File: src/rtl/fafl_pkg.sv
// ----------------------------------------------------------------------------
// fafl_pkg
// Shared types and constants for the follower axis feedforward loop.
// ----------------------------------------------------------------------------
package fafl_pkg;

  // Action code carried by each input word
  typedef enum logic [1:0] {
    ACT_TICK      = 2'd0,
    ACT_ENGAGE    = 2'd1,
    ACT_DISENGAGE = 2'd2,
    ACT_RESET_REF = 2'd3
  } action_t;

  // Command kind carried by each result word
  typedef enum logic [1:0] {
    KIND_NONE  = 2'd0,
    KIND_DRIVE = 2'd1,
    KIND_BRAKE = 2'd2
  } kind_t;

  // Sequencer states
  typedef enum logic [3:0] {
    ST_IDLE,
    ST_DISPATCH,
    ST_POS_MUL,
    ST_ERROR,
    ST_CHECK,
    ST_PC_MUL,
    ST_FF1_MUL,
    ST_FF2_MUL,
    ST_SATURATE,
    ST_EMIT
  } state_t;

  // Serial multiplier geometry: radix-4 Booth over the 16 bit gain
  localparam int MUL_A_W   = 38;
  localparam int MUL_B_W   = 16;
  localparam int MUL_P_W   = MUL_A_W + MUL_B_W;
  localparam int MUL_STEPS = MUL_B_W / 2;
  localparam int FRAC_W    = 12;

  // Configuration register map
  localparam int CFG_ADDR_W = 5;
  localparam int CFG_IDX_W  = 3;
  localparam logic [CFG_IDX_W-1:0] REG_FOLLOW_RATIO     = 3'd0;
  localparam logic [CFG_IDX_W-1:0] REG_POSITION_GAIN    = 3'd1;
  localparam logic [CFG_IDX_W-1:0] REG_FEEDFORWARD_GAIN = 3'd2;
  localparam logic [CFG_IDX_W-1:0] REG_SETTLE_TOLERANCE = 3'd3;
  localparam logic [CFG_IDX_W-1:0] REG_VELOCITY_LIMIT   = 3'd4;

  // Register reset values
  localparam logic signed [15:0] RST_FOLLOW_RATIO     = -16'sd819;
  localparam logic signed [15:0] RST_POSITION_GAIN    = 16'sd4915;
  localparam logic signed [15:0] RST_FEEDFORWARD_GAIN = 16'sd4096;
  localparam logic [15:0]        RST_SETTLE_TOLERANCE = 16'd32;
  localparam logic [14:0]        RST_VELOCITY_LIMIT   = 15'd3200;

  // Multiplier request and response bundles
  typedef struct packed {
    logic               start;
    logic [MUL_A_W-1:0] a;
    logic [MUL_B_W-1:0] b;
  } mul_req_t;

  typedef struct packed {
    logic               done;
    logic [MUL_P_W-1:0] prod;
  } mul_rsp_t;

endpackage

File: src/rtl/fafl_in_if.sv
// ----------------------------------------------------------------------------
// fafl_in_if
// Input channel: one word per leader/follower sample and action.
// ----------------------------------------------------------------------------
interface fafl_in_if;
  logic               valid;
  logic               ready;
  logic [1:0]         action;
  logic signed [31:0] leader_position;
  logic signed [15:0] leader_velocity;
  logic signed [31:0] follower_position;
  logic               follower_stall_lock;

  modport source (
    output valid, action, leader_position, leader_velocity,
           follower_position, follower_stall_lock,
    input  ready
  );

  modport sink (
    input  valid, action, leader_position, leader_velocity,
           follower_position, follower_stall_lock,
    output ready
  );
endinterface

File: src/rtl/fafl_out_if.sv
// ----------------------------------------------------------------------------
// fafl_out_if
// Result channel: one command word per input word.
// ----------------------------------------------------------------------------
interface fafl_out_if;
  logic               valid;
  logic               ready;
  logic [1:0]         command_kind;
  logic signed [15:0] velocity_command;

  modport source (
    output valid, command_kind, velocity_command,
    input  ready
  );

  modport sink (
    input  valid, command_kind, velocity_command,
    output ready
  );
endinterface

File: src/rtl/fafl_mul.sv
// ----------------------------------------------------------------------------
// fafl_mul
// Signed serial multiplier, radix-4 Booth, one gain digit per cycle, MSB first.
// ----------------------------------------------------------------------------
module fafl_mul (
  input  logic                clk,
  input  logic                rst_n,
  input  fafl_pkg::mul_req_t  req,
  output fafl_pkg::mul_rsp_t  rsp
);
  import fafl_pkg::*;

  localparam int CNT_W = $clog2(MUL_STEPS);

  logic                      busy_r, busy_nxt;
  logic                      done_r, done_nxt;
  logic [CNT_W-1:0]          cnt_r, cnt_nxt;
  logic signed [MUL_A_W-1:0] a_r, a_nxt;
  logic [MUL_B_W:0]          bsh_r, bsh_nxt;
  logic signed [MUL_P_W-1:0] acc_r, acc_nxt;
  logic signed [MUL_P_W-1:0] a_ext;
  logic signed [MUL_P_W-1:0] term;

  always_comb begin
    a_ext = $signed({{(MUL_P_W-MUL_A_W){a_r[MUL_A_W-1]}}, a_r});
    // Booth digit from the top three bits of the gain shifter
    case (bsh_r[MUL_B_W -: 3])
      3'b001, 3'b010: term = a_ext;
      3'b011:         term = a_ext <<< 1;
      3'b100:         term = -(a_ext <<< 1);
      3'b101, 3'b110: term = -a_ext;
      default:        term = '0;
    endcase
  end

  always_comb begin
    busy_nxt = busy_r;
    done_nxt = 1'b0;
    cnt_nxt  = cnt_r;
    a_nxt    = a_r;
    bsh_nxt  = bsh_r;
    acc_nxt  = acc_r;
    if (req.start && !busy_r) begin
      a_nxt    = $signed(req.a);
      bsh_nxt  = {req.b, 1'b0};
      acc_nxt  = '0;
      cnt_nxt  = '0;
      busy_nxt = 1'b1;
    end else if (busy_r) begin
      acc_nxt = (acc_r <<< 2) + term;
      bsh_nxt = {bsh_r[MUL_B_W-2:0], 2'b00};
      cnt_nxt = cnt_r + 1'b1;
      if (cnt_r == CNT_W'(MUL_STEPS-1)) begin
        busy_nxt = 1'b0;
        done_nxt = 1'b1;
      end
    end
  end

  always_ff @(posedge clk) begin
    if (!rst_n) begin
      busy_r <= 1'b0;
      done_r <= 1'b0;
      cnt_r  <= '0;
    end else begin
      busy_r <= busy_nxt;
      done_r <= done_nxt;
      cnt_r  <= cnt_nxt;
    end
    a_r   <= a_nxt;
    bsh_r <= bsh_nxt;
    acc_r <= acc_nxt;
  end

  assign rsp.done = done_r;
  assign rsp.prod = acc_r;

endmodule

File: src/rtl/follower_axis_feedforward_loop.sv
// ----------------------------------------------------------------------------
// follower_axis_feedforward_loop
// Follower axis tracking: offset capture, P correction plus velocity feedforward.
// ----------------------------------------------------------------------------
//
//  channel   dir   handshake           payload
//  in_chan   in    valid/ready         action, leader/follower pos, leader vel, lock
//  out_chan  out   valid/ready         command_kind, velocity_command
//  cfg_*     in    APB, pready tied 1  five registers at byte address 4*i
//
//  One word in process at a time; a new word is taken only in the idle state.
//  Between acceptances, a driving tick runs four Booth passes plus sequencing;
//  a braking tick and an offset-capturing engage run one, other words none.
//  The result sits in an output register, so the next word can be taken while
//  the previous result waits for out_chan.ready.
//  Reset (rst_n low, synchronous) clears the follow flags, offset reference
//  and registers to their defaults.
//
module follower_axis_feedforward_loop (
  input  logic                            clk,
  input  logic                            rst_n,
  fafl_in_if.sink                         in_chan,
  fafl_out_if.source                      out_chan,
  input  logic                            cfg_psel,
  input  logic                            cfg_penable,
  input  logic                            cfg_pwrite,
  input  logic [fafl_pkg::CFG_ADDR_W-1:0] cfg_paddr,
  input  logic [31:0]                     cfg_pwdata,
  output logic [31:0]                     cfg_prdata,
  output logic                            cfg_pready
);
  import fafl_pkg::*;

  // --------------------------------------------------------------------------
  // Configuration registers
  // --------------------------------------------------------------------------
  logic signed [15:0] ratio_r;
  logic signed [15:0] pgain_r;
  logic signed [15:0] ffgain_r;
  logic [15:0]        tol_r;
  logic [14:0]        vlim_r;
  logic               cfg_wr;
  logic [CFG_IDX_W-1:0] cfg_idx;

  assign cfg_pready = 1'b1;
  assign cfg_wr     = cfg_psel && cfg_penable && cfg_pwrite;
  assign cfg_idx    = cfg_paddr[CFG_ADDR_W-1:2];

  always_ff @(posedge clk) begin
    if (!rst_n) begin
      ratio_r  <= RST_FOLLOW_RATIO;
      pgain_r  <= RST_POSITION_GAIN;
      ffgain_r <= RST_FEEDFORWARD_GAIN;
      tol_r    <= RST_SETTLE_TOLERANCE;
      vlim_r   <= RST_VELOCITY_LIMIT;
    end else if (cfg_wr) begin
      case (cfg_idx)
        REG_FOLLOW_RATIO:     ratio_r  <= cfg_pwdata[15:0];
        REG_POSITION_GAIN:    pgain_r  <= cfg_pwdata[15:0];
        REG_FEEDFORWARD_GAIN: ffgain_r <= cfg_pwdata[15:0];
        REG_SETTLE_TOLERANCE: tol_r    <= cfg_pwdata[15:0];
        REG_VELOCITY_LIMIT:   vlim_r   <= cfg_pwdata[14:0];
        default: ;
      endcase
    end
  end

  always_comb begin
    case (cfg_idx)
      REG_FOLLOW_RATIO:     cfg_prdata = {16'd0, ratio_r};
      REG_POSITION_GAIN:    cfg_prdata = {16'd0, pgain_r};
      REG_FEEDFORWARD_GAIN: cfg_prdata = {16'd0, ffgain_r};
      REG_SETTLE_TOLERANCE: cfg_prdata = {16'd0, tol_r};
      REG_VELOCITY_LIMIT:   cfg_prdata = {17'd0, vlim_r};
      default:              cfg_prdata = '0;
    endcase
  end

  // --------------------------------------------------------------------------
  // Sequencer state and datapath registers
  // --------------------------------------------------------------------------
  state_t             state_r, state_nxt;
  logic               following_r, following_nxt;
  logic               settling_r, settling_nxt;
  logic               held_r, held_nxt;
  logic signed [31:0] offset_r, offset_nxt;

  // captured input word
  action_t            act_r, act_nxt;
  logic signed [31:0] lpos_r, lpos_nxt;
  logic signed [15:0] lvel_r, lvel_nxt;
  logic signed [31:0] fpos_r, fpos_nxt;
  logic               lock_r, lock_nxt;

  // intermediates
  logic signed [35:0] p_r, p_nxt;       // floor(lpos * ratio / 4096)
  logic signed [37:0] err_r, err_nxt;   // target - follower position
  logic signed [41:0] pc_r, pc_nxt;     // proportional term
  logic signed [42:0] cmd_r, cmd_nxt;   // unsaturated command

  // pending result and output register
  kind_t              kind_r, kind_nxt;
  logic [15:0]        vel_r, vel_nxt;
  logic               out_valid_r, out_valid_nxt;
  kind_t              out_kind_r, out_kind_nxt;
  logic [15:0]        out_vel_r, out_vel_nxt;

  mul_req_t           mreq;
  mul_rsp_t           mrsp;

  logic signed [37:0] tol_ext;
  logic signed [42:0] lim_ext;

  fafl_mul u_mul (
    .clk   (clk),
    .rst_n (rst_n),
    .req   (mreq),
    .rsp   (mrsp)
  );

  assign tol_ext = $signed({22'd0, tol_r});
  assign lim_ext = $signed({28'd0, vlim_r});

  assign in_chan.ready = (state_r == ST_IDLE);

  always_comb begin
    state_nxt     = state_r;
    following_nxt = following_r;
    settling_nxt  = settling_r;
    held_nxt      = held_r;
    offset_nxt    = offset_r;
    act_nxt       = act_r;
    lpos_nxt      = lpos_r;
    lvel_nxt      = lvel_r;
    fpos_nxt      = fpos_r;
    lock_nxt      = lock_r;
    p_nxt         = p_r;
    err_nxt       = err_r;
    pc_nxt        = pc_r;
    cmd_nxt       = cmd_r;
    kind_nxt      = kind_r;
    vel_nxt       = vel_r;
    out_valid_nxt = out_valid_r && !out_chan.ready;
    out_kind_nxt  = out_kind_r;
    out_vel_nxt   = out_vel_r;
    mreq.start    = 1'b0;
    mreq.a        = '0;
    mreq.b        = '0;

    case (state_r)
      ST_IDLE: begin
        if (in_chan.valid) begin
          act_nxt   = action_t'(in_chan.action);
          lpos_nxt  = in_chan.leader_position;
          lvel_nxt  = in_chan.leader_velocity;
          fpos_nxt  = in_chan.follower_position;
          lock_nxt  = in_chan.follower_stall_lock;
          state_nxt = ST_DISPATCH;
        end
      end

      ST_DISPATCH: begin
        kind_nxt = KIND_NONE;
        vel_nxt  = '0;
        case (act_r)
          ACT_ENGAGE: begin
            if (lock_r) begin
              state_nxt = ST_EMIT;
            end else if (held_r) begin
              // reference kept, offset stays
              following_nxt = 1'b1;
              settling_nxt  = 1'b0;
              state_nxt     = ST_EMIT;
            end else begin
              mreq.start = 1'b1;
              mreq.a     = {{6{lpos_r[31]}}, lpos_r};
              mreq.b     = ratio_r;
              state_nxt  = ST_POS_MUL;
            end
          end
          ACT_DISENGAGE: begin
            if (following_r) begin
              following_nxt = 1'b0;
              settling_nxt  = 1'b1;
            end
            state_nxt = ST_EMIT;
          end
          ACT_RESET_REF: begin
            following_nxt = 1'b0;
            settling_nxt  = 1'b0;
            held_nxt      = 1'b0;
            state_nxt     = ST_EMIT;
          end
          ACT_TICK: begin
            if ((following_r || settling_r) && held_r && !lock_r) begin
              mreq.start = 1'b1;
              mreq.a     = {{6{lpos_r[31]}}, lpos_r};
              mreq.b     = ratio_r;
              state_nxt  = ST_POS_MUL;
            end else begin
              state_nxt = ST_EMIT;
            end
          end
          default: state_nxt = ST_EMIT;
        endcase
      end

      ST_POS_MUL: begin
        if (mrsp.done) begin
          p_nxt     = mrsp.prod[47:FRAC_W];
          state_nxt = ST_ERROR;
        end
      end

      ST_ERROR: begin
        if (act_r == ACT_ENGAGE) begin
          // offset wraps to 32 bits
          offset_nxt    = fpos_r - p_r[31:0];
          held_nxt      = 1'b1;
          following_nxt = 1'b1;
          settling_nxt  = 1'b0;
          state_nxt     = ST_EMIT;
        end else begin
          err_nxt = $signed({{6{offset_r[31]}}, offset_r})
                  + $signed({{2{p_r[35]}}, p_r})
                  - $signed({{6{fpos_r[31]}}, fpos_r});
          state_nxt = ST_CHECK;
        end
      end

      ST_CHECK: begin
        if (!following_r && (err_r < tol_ext) && (err_r > -tol_ext)) begin
          kind_nxt     = KIND_BRAKE;
          settling_nxt = 1'b0;
          state_nxt    = ST_EMIT;
        end else begin
          mreq.start = 1'b1;
          mreq.a     = err_r;
          mreq.b     = pgain_r;
          state_nxt  = ST_PC_MUL;
        end
      end

      ST_PC_MUL: begin
        if (mrsp.done) begin
          pc_nxt     = mrsp.prod[MUL_P_W-1:FRAC_W];
          mreq.start = 1'b1;
          mreq.a     = {{22{lvel_r[15]}}, lvel_r};
          mreq.b     = ratio_r;
          state_nxt  = ST_FF1_MUL;
        end
      end

      ST_FF1_MUL: begin
        if (mrsp.done) begin
          // floor(lvel * ratio / 4096) fits 20 bits
          mreq.start = 1'b1;
          mreq.a     = {{18{mrsp.prod[31]}}, mrsp.prod[31:FRAC_W]};
          mreq.b     = ffgain_r;
          state_nxt  = ST_FF2_MUL;
        end
      end

      ST_FF2_MUL: begin
        if (mrsp.done) begin
          cmd_nxt = $signed({pc_r[41], pc_r})
                  + $signed({{19{mrsp.prod[35]}}, mrsp.prod[35:FRAC_W]});
          state_nxt = ST_SATURATE;
        end
      end

      ST_SATURATE: begin
        kind_nxt = KIND_DRIVE;
        if (cmd_r > lim_ext) begin
          vel_nxt = {1'b0, vlim_r};
        end else if (cmd_r < -lim_ext) begin
          vel_nxt = -{1'b0, vlim_r};
        end else begin
          vel_nxt = cmd_r[15:0];
        end
        state_nxt = ST_EMIT;
      end

      ST_EMIT: begin
        // hand off to the output register once it is free
        if (!out_valid_r || out_chan.ready) begin
          out_valid_nxt = 1'b1;
          out_kind_nxt  = kind_r;
          out_vel_nxt   = vel_r;
          state_nxt     = ST_IDLE;
        end
      end

      default: state_nxt = ST_IDLE;
    endcase
  end

  always_ff @(posedge clk) begin
    if (!rst_n) begin
      state_r     <= ST_IDLE;
      following_r <= 1'b0;
      settling_r  <= 1'b0;
      held_r      <= 1'b0;
      offset_r    <= '0;
      out_valid_r <= 1'b0;
    end else begin
      state_r     <= state_nxt;
      following_r <= following_nxt;
      settling_r  <= settling_nxt;
      held_r      <= held_nxt;
      offset_r    <= offset_nxt;
      out_valid_r <= out_valid_nxt;
    end
    act_r      <= act_nxt;
    lpos_r     <= lpos_nxt;
    lvel_r     <= lvel_nxt;
    fpos_r     <= fpos_nxt;
    lock_r     <= lock_nxt;
    p_r        <= p_nxt;
    err_r      <= err_nxt;
    pc_r       <= pc_nxt;
    cmd_r      <= cmd_nxt;
    kind_r     <= kind_nxt;
    vel_r      <= vel_nxt;
    out_kind_r <= out_kind_nxt;
    out_vel_r  <= out_vel_nxt;
  end

  assign out_chan.valid            = out_valid_r;
  assign out_chan.command_kind     = out_kind_r;
  assign out_chan.velocity_command = out_vel_r;

  // --------------------------------------------------------------------------
  // Assertions
  // --------------------------------------------------------------------------
  a_flags_exclusive: assert property (@(posedge clk) disable iff (!rst_n)
    !(following_r && settling_r))
    else $error("following and settling both set");

  a_zero_unless_drive: assert property (@(posedge clk) disable iff (!rst_n)
    (out_valid_r && (out_kind_r != KIND_DRIVE)) |-> (out_vel_r == '0))
    else $error("nonzero velocity on a non-drive word");

  a_mul_done_in_wait: assert property (@(posedge clk) disable iff (!rst_n)
    mrsp.done |-> ((state_r == ST_POS_MUL) || (state_r == ST_PC_MUL) ||
                   (state_r == ST_FF1_MUL) || (state_r == ST_FF2_MUL)))
    else $error("multiplier finished outside a wait state");

  a_accept_dispatch: assert property (@(posedge clk) disable iff (!rst_n)
    (in_chan.valid && in_chan.ready) |=> (state_r == ST_DISPATCH))
    else $error("accepted word not dispatched");

endmodule
File: src/flat_wrapper.sv
// flat-port wrapper written by rule: the top's interface ports become plain ports
module follower_axis_feedforward_loop_flat import fafl_pkg::*;
  (clk, rst_n, cfg_psel, cfg_penable, cfg_pwrite, cfg_paddr, cfg_pwdata, cfg_prdata, cfg_pready, in_chan_valid, in_chan_action, in_chan_leader_position, in_chan_leader_velocity, in_chan_follower_position, in_chan_follower_stall_lock, in_chan_ready, out_chan_valid, out_chan_command_kind, out_chan_velocity_command, out_chan_ready);
  fafl_in_if in_chan_i ();
  fafl_out_if out_chan_i ();
  input  logic clk;
  input  logic rst_n;
  input  logic cfg_psel;
  input  logic cfg_penable;
  input  logic cfg_pwrite;
  input  logic [fafl_pkg::CFG_ADDR_W-1:0] cfg_paddr;
  input  logic [31:0] cfg_pwdata;
  output logic [31:0] cfg_prdata;
  output logic cfg_pready;
  input wire logic [$bits(in_chan_i.valid)-1:0] in_chan_valid;
  input wire logic [$bits(in_chan_i.action)-1:0] in_chan_action;
  input wire logic [$bits(in_chan_i.leader_position)-1:0] in_chan_leader_position;
  input wire logic [$bits(in_chan_i.leader_velocity)-1:0] in_chan_leader_velocity;
  input wire logic [$bits(in_chan_i.follower_position)-1:0] in_chan_follower_position;
  input wire logic [$bits(in_chan_i.follower_stall_lock)-1:0] in_chan_follower_stall_lock;
  output wire logic [$bits(in_chan_i.ready)-1:0] in_chan_ready;
  output wire logic [$bits(out_chan_i.valid)-1:0] out_chan_valid;
  output wire logic [$bits(out_chan_i.command_kind)-1:0] out_chan_command_kind;
  output wire logic [$bits(out_chan_i.velocity_command)-1:0] out_chan_velocity_command;
  input wire logic [$bits(out_chan_i.ready)-1:0] out_chan_ready;
  assign in_chan_i.valid = in_chan_valid;
  assign in_chan_i.action = in_chan_action;
  assign in_chan_i.leader_position = in_chan_leader_position;
  assign in_chan_i.leader_velocity = in_chan_leader_velocity;
  assign in_chan_i.follower_position = in_chan_follower_position;
  assign in_chan_i.follower_stall_lock = in_chan_follower_stall_lock;
  assign in_chan_ready = in_chan_i.ready;
  assign out_chan_valid = out_chan_i.valid;
  assign out_chan_command_kind = out_chan_i.command_kind;
  assign out_chan_velocity_command = out_chan_i.velocity_command;
  assign out_chan_i.ready = out_chan_ready;
  follower_axis_feedforward_loop u_core (.clk(clk), .rst_n(rst_n), .in_chan(in_chan_i), .out_chan(out_chan_i), .cfg_psel(cfg_psel), .cfg_penable(cfg_penable), .cfg_pwrite(cfg_pwrite), .cfg_paddr(cfg_paddr), .cfg_pwdata(cfg_pwdata), .cfg_prdata(cfg_prdata), .cfg_pready(cfg_pready));
endmodule
File: config.mk
export PLATFORM = sky130hd
export DESIGN_NAME = follower_axis_feedforward_loop_flat
export DESIGN_NICKNAME = d
export VERILOG_FILES = /design/src/rtl/fafl_pkg.sv /design/src/rtl/fafl_in_if.sv /design/src/rtl/fafl_out_if.sv /design/src/rtl/fafl_mul.sv /design/src/rtl/follower_axis_feedforward_loop.sv /design/src/flat_wrapper.sv
export SDC_FILE = /design/constraint.sdc
export NUM_CORES = 1
export LEC_CHECK = 0
export ABC_CLOCK_PERIOD_IN_PS = 5900
export BUFFER_PORTS_ARGS = -buffer_cell sky130_fd_sc_hd__buf_2
export CORE_ASPECT_RATIO = 1.4
export CORE_MARGIN = 1.5
export CORE_UTILIZATION = 40
export CTS_CLUSTER_SIZE = 8
export DETAILED_ROUTE_END_ITERATION = 7
export HOLD_SLACK_MARGIN = 0.05
export SLEW_MARGIN = 40
export SYNTH_ARGS = -nofsm -noshare
export SYNTH_HDL_FRONTEND = slang
export SYNTH_SLANG_ARGS = --single-unit
File: constraint.sdc
create_clock -name clk -period 5.9 [get_ports clk]
set_input_delay 0.295 -clock clk [delete_from_list [all_inputs] [get_ports clk]]
set_output_delay 0.295 -clock clk [all_outputs]
set_load 0.01 [all_outputs]
# Word level (Yosys, flattened, before mapping)
# Index checks and enable logic that the tools add are counted.
[totals]
register_bits = 510
wordCells = 180
[classes]
addsub = 11
n_lt_le_gt_ge = 4
eq_ne = 37
n_mux = 50
n_bitwise = 3
n_reduce_logical = 45
[ops]
columns = ["operator", "count"]
rows = [
  ["55-bit two-way mux", 6],
  ["55-bit one-hot mux with 4 select lines", 1],
  ["54-bit one-hot mux with 4 select lines", 1],
  ["55-bit one-hot mux with 2 select lines", 1],
  ["16-bit one-hot mux with 5 select lines", 1],
  ["54-bit adder", 1],
  ["38-bit negation with 54-bit output", 1],
  ["39-bit negation with 54-bit output", 1],
  ["4-bit two-way mux", 11],
  ["42-bit by 24-bit adder with 43-bit output", 1],
  ["43-bit by 16-bit greater-than comparator with 1-bit output", 1],
  ["43-bit less-than comparator", 1],
  ["15-bit negation with 43-bit output", 1],
  ["4-bit one-hot mux with 10 select lines", 1],
  ["38-bit greater-than comparator", 1],
  ["38-bit by 17-bit less-than comparator with 1-bit output", 1],
  ["16-bit negation with 38-bit output", 1],
  ["37-bit by 32-bit subtractor with 38-bit output", 1],
  ["32-bit by 36-bit adder with 37-bit output", 1],
  ["17-bit two-way mux", 2],
  ["16-bit two-way mux", 2],
  ["16-bit one-hot mux with 2 select lines", 1],
  ["32-bit subtractor", 1],
  ["2-bit AND reduction", 13],
  ["other kinds (37)", 97],
]

# Longest topological paths before layout
[depth]
ltp_word = 8
ltp_mapped = 23

# Hierarchy
# From an unflattened synthesis, not the netlist that was laid out.
[unflattened]
hier_cells = 3727
area_unflattened_um2 = 34515.6
[modules_own_cells]
columns = ["module", "instances", "cells_each", "area_per_inst_um2"]
rows = [
  ["follower_axis_feedforward_loop", 1, 2575, 25285.5],
  ["fafl_mul", 1, 1152, 9230.1],
]

# Worst setup path before layout
# OpenSTA, ideal clock, no wires.
[synth_path]
kind = "register to register"
from = "reg u_core.state_r[1]"
to = "reg u_core.following_r"
arrival_ns = 5.122
required_time_ns = 5.767
slack_ns = 0.644
stages_incl_launch_ff = 7
synth_period_minus_slack_ns = 5.256
cell_sequence = "dfxtp_1 > buf_1 > inv_1 > nor4_1 > a21oi_1 > a21oi_1 > a211oi_1"
[synth_via]
elab_chain_len = 3
[synth_lines]
columns = ["item", "line_no", "text"]
rows = [
  ["from (decl)", "follower_axis_feedforward_loop.sv:82", "state_t state_r, state_nxt;"],
  ["from (signal assigned)", "follower_axis_feedforward_loop.sv:307", "state_r <= state_nxt;"],
  ["4-bit by 1-bit equality test with 1-bit output or 4-bit by 2-bit equality test with 1-bit output (tied branches)", "follower_axis_feedforward_loop.sv:150", "case (state_r)"],
  ["3-bit by 2-bit != test with 1-bit output (no line) (tied with other cells)", "n/a", ""],
  ["5-bit AND reduction (no line)", "n/a", ""],
  ["to (signal assigned)", "follower_axis_feedforward_loop.sv:308", "following_r <= following_nxt;"],
  ["to (decl)", "follower_axis_feedforward_loop.sv:83", "logic following_r, following_nxt;"],
]
# Parallel ways exist; a longest one is shown, timed or not.
# A chain may end at the register's enable or synchronous reset.

# Worst setup path after layout
[layout_path]
from = "reg u_core.u_mul.a_r[0]"
to = "reg u_core.u_mul.acc_r[47]"
[layout_via]
elab_chain_len = 3
[layout_lines]
columns = ["item", "line_no", "text"]
rows = [
  ["from (decl)", "fafl_mul.sv:18", "logic signed [MUL_A_W-1:0] a_r, a_nxt;"],
  ["from (signal assigned)", "fafl_mul.sv:70", "a_r <= a_nxt;"],
  ["39-bit negation with 54-bit output or 38-bit negation with 54-bit output (tied branches)", "fafl_mul.sv:30, fafl_mul.sv:31", ""],
  ["54-bit one-hot mux with 4 select lines *", "fafl_mul.sv:27", "case (bsh_r[MUL_B_W -: 3])"],
  ["54-bit adder *", "fafl_mul.sv:50", "acc_nxt = (acc_r <<< 2) + term;"],
  ["to (signal assigned)", "fafl_mul.sv:72", "acc_r <= acc_nxt;"],
  ["to (decl)", "fafl_mul.sv:20", "logic signed [MUL_P_W-1:0] acc_r, acc_nxt;"],
]
# Every way passes the cells marked *; elsewhere a longest branch is shown, timed or not.

==> reports/metrics.csv <==
stage,metric,value,unit
global_routing,antenna_found_initial,2,
placed_design,dp_cells,4797,
floorplanning,die_area,86000,sq um
clock_tree,cts_buffers,74,
placed_design,pre_cts_ws,0.585,ns
clock_tree,clk_latency,0.65,ns
logic_synthesis,synth_top_area_cell,edfxtp_1,
placed_design,port_buffers,144,
power_and_ir_drop,seq_power_share,36.7,%
drt,vias_per_cell,5.57,
logic_synthesis,synthArstFlopShare,0,%
timing,finClkSkew,0.0285,ns
drt,drtPass1Iterations,8,
logic_synthesis,synthTopCellsByCount,"nand2_1, edfxtp_1, a21oi_1, ha_1, inv_1",
logic_synthesis,ys_seq_area_share,40.2,%
setup_path,crit_family,compound AO/OA/AOI/OAI gates,
timing,whs,0.158,ns
logic_synthesis,synth_area,33700,sq um
final_layout,drive_gt1_share,9.74,%
power_and_ir_drop,p_switching,4.53,mW
setup_path,cp.arrival,5.85,ns
clock_tree,cts_resized,0,
setup_path,crit_chain,inv_1 > ha_1 > nor4b_1 > buf_4 > and2_1 > nand3_1 > buf_4 > or2_2 > nor3_2 > a21oi_1 > o21ai_0 > o21ai_0 > ha_1 > a2111o_1 > nor2_1 > o21ai_0 > a21oi_1 > o41ai_1 > buf_4 > a22oi_1 > a21oi_1 > a21oi_1 > xor2_1 > o21ai_0,
floorplanning,num_rows,125,
min_path,hold_class,input port to flip-flop,
placed_design,dpl_cell_area,35800,sq um
setup_path,path_class,flip-flop to flip-flop,
power_and_ir_drop,vdd_drop_max,0.230,mV
setup_path,max_stage_delay,0.48,ns
run_status,status,"complete, but fails checks",
logic_synthesis,yosysTopAreaCellShare,29.6,%
timing,post-route-worst-setup-slack,0.566,ns
setup_path,worst_setup_path_start_kind,flip-flop,
timing,maxSlewHeadroom,44.6,%
drt,drt_iter0_drc,1993,
drt,vias,28100,
power_and_ir_drop,swShare,34.7,%
floorplanning,die_y,346,um
clock_tree,ctsHtreeMaxLevel,3,
floorplanning,fp.dieW,248,um
drt,finalWirelength,96.2,mm
logic_synthesis,syn_inst,3658,
placed_design,hpwl,72.7,mm
drt,ant_nets,0,
global_routing,grt_max_degree,76,
power_and_ir_drop,p_comb_share,32.4,%
timing,period_minus_slack,5.33,ns
timing,rsz0062_at_grt,no,
global_routing,grt.overflow.total,0,
clock_tree,root_buffer,clkbuf_16,
floorplanning,ios,180,
clock_tree,cts_buffer_depth,3,
logic_synthesis,ys_top_cells_by_area,"edfxtp_1, dfxtp_1, ha_1",
setup_path,cp-startpoint,u_core.u_mul.a_r[0],
logic_synthesis,yosysWarnings,0,
timing,tightest_slew,0.829,ns
clock_tree,cts.sinks,510,
timing,slew_violations,0,
run_status,violations,DRC,
power_and_ir_drop,p_leak,16.1,nW
global_routing,grt_pass1_wl,149,mm
final_layout,area_delta_synth_final,15.9,%
setup_path,cp_slowest_cell,a2111o_1,
drt,wl_per_cell,19.1,um
final_layout,fin_nets,4341,
logic_synthesis,synth_edf_count,332,
power_and_ir_drop,p_int,8.54,mW
setup_path,timing.rr.start,u_core.u_mul.a_r[0],
clock_tree,path_clk_slew,0.06,ns
timing,hold_viol,0,
floorplanning,start_util,40.5,%
setup_path,worst-path-max-fanout,9,
global_routing,grt_pass1_vias,27500,
final_layout,final_core_util,46.9,%
logic_synthesis,synthFlopType,edfxtp_1,
logic_synthesis,ys_seq_elements,510,
final_layout,instances_no_fill,5032,
timing,period_share,90.4,%
min_path,worstHoldStart,cfg_penable,
final_layout,final_area,39000,sq um
placed_design,gp_congestion,0.934,
job,drv_cap,0,
drt,drcViolationCount,8,
timing,setup_viol,0,
timing,fin_tns_setup,0,ns
global_routing,gr-usage-all-layers,22.2,%
clock_tree,cts_tree,built,
power_and_ir_drop,p_per_area,335,nW/um^2
timing,fmax,187,MHz
logic_synthesis,yosysUniqueCellTypes,86,
power_and_ir_drop,clockPowerShare,30.9,%
floorplanning,core-area,83200,sq um
setup_path,crit_buf_inv,4,
setup_path,critPathRequiredTime,6.41,ns
setup_path,crit_path_end_kind,flip-flop,
logic_synthesis,yosysMostFrequentCell,nand2_1,
logic_synthesis,syn_area_per_cell,9.21,sq um
power_and_ir_drop,power,13.1,mW
[final timing paths]
check / cells after the start / slack, ns / end
hold / removal: 5 / 0.16 / u_core.ratio_r[4]
hold reg to reg: 0 / 0.41 / u_core.out_chan.velocity_command[7]
setup reg to reg: 24 / 0.57 / u_core.u_mul.acc_r[47]
setup / recovery: 24 / 0.57 / u_core.u_mul.acc_r[47]
[layout by cell type, fill, tap and decap left out, types with 20 or more instances in the layout]
| master | count |
|---|---|
| nand2_1 | 466 |
| edfxtp_1 | 332 |
| a21oi_1 | 307 |
| ha_1 | 280 |
| inv_1 | 247 |
| o21ai_0 | 205 |
| nor2_1 | 198 |
| dfxtp_1 | 178 |
| xnor2_1 | 152 |
| buf_2 | 144 |
| a21o_1 | 110 |
| dlygate4sd3_1 | 100 |
| nand3_1 | 93 |
| buf_4 | 82 |
| clkbuf_16 | 74 |
| nor4_1 | 51 |
| xor2_1 | 51 |
| nor3_1 | 49 |
| clkbuf_1 | 49 |
| nor2b_1 | 48 |
| nand4_1 | 43 |
| a22oi_1 | 42 |
| fa_1 | 39 |
| a31oi_1 | 36 |
| o22ai_1 | 36 |
| a222oi_1 | 35 |
| nand2b_1 | 34 |
| o21a_1 | 31 |
| and3_1 | 29 |
| a211oi_1 | 26 |
| o31ai_1 | 24 |
| or3_1 | 23 |
| mux2i_1 | 23 |
| o211ai_1 | 22 |
| mux2_2 | 20 |
[cell type report]
type	count	area, sq um
antenna	1	2.50
clock buffer	125	2060
clock inverter	8	119
fill	7988	44200
inverter	250	940
multi-input combinational	2730	18600
sequential	510	13500
tap	1079	1350
timing repair buffer	329	2400
[state kept, by name, summed over array words and instances (netlist names), 16 cells and up]
| signal | cells |
|---|---|
| u_core.cmd_r | 43 |
| u_core.err_r | 38 |
| u_core.ffgain_r | 16 |
| u_core.fpos_r | 32 |
| u_core.lpos_r | 32 |
| u_core.lvel_r | 16 |
| u_core.offset_r | 32 |
| u_core.out_chan.velocity_command | 16 |
| u_core.p_r | 36 |
| u_core.pc_r | 42 |
| u_core.pgain_r | 16 |
| u_core.ratio_r | 16 |
| u_core.tol_r | 16 |
| u_core.u_mul.a_r | 38 |
| u_core.u_mul.acc_r | 54 |
| u_core.u_mul.bsh_r | 16 |
| u_core.vel_r | 16 |
[routing by layer]
| layer | global-route usage (%) | part of all wire, % |
|---|---|---|
| met5 | 0 | 0 |
| met3 | 2.33 | 4.7 |
| met1 | 25.7 | 40 |
| met2 | 40.1 | 51 |
| met4 | 10.8 | 4.4 |
[worst reg2reg max path, delay by kind of cell, from the launching register on]
| family | cells | cell delay (ns) |
|---|---|---|
| AO/OA/AOI/OAI | 11 | 2.06 |
| XOR/XNOR | 1 | 0.15 |
| adder cells (fa/ha/maj) | 2 | 0.65 |
| buffers and inverters | 4 | 0.61 |
| flip-flops | 1 | 0.45 |
| AND/OR/NAND/NOR | 6 | 1.30 |
[power by group through the flow]
| stage | registers, mW | clock network, mW | logic [mW] |
|---|---|---|---|
| 2_1_floorplan | 4.69 | 0 | 3.11 |
| 3_3_place_gp | 4.87 | 0 | 4.11 |
| 3_5_place_dp | 4.87 | 0 | 4.14 |
| 4_1_cts | 4.81 | 4.14 | 4.22 |
| 5_1_grt | 4.84 | 4.28 | 4.73 |
| 6_report | 4.80 | 4.04 | 4.23 |
[what timing repair did]
item / in CTS / in global routing
hold endpoints to repair: 163 / 0
endpoints found under the setup margin: 0 / 0
hold buffers: 100 / 0
buffers inserted: 0 / 0
[cells by family (layout without fill, tap and decap cells)]
logic type / after synthesis / after routing / synth area share [%]
buf+inv: 433 / 712 / 5.05
other cells: 2 / 18 / 0.0223
fa+ha+maj: 319 / 319 / 12.7
simple gates: 1113 / 1113 / 15.5
compound gates: 1033 / 1033 / 19.8
mux: 44 / 44 / 1.42
flops: 510 / 510 / 40.2
xor+xnor: 204 / 204 / 5.33
Note: power is estimated with default switching activity, not from simulation.
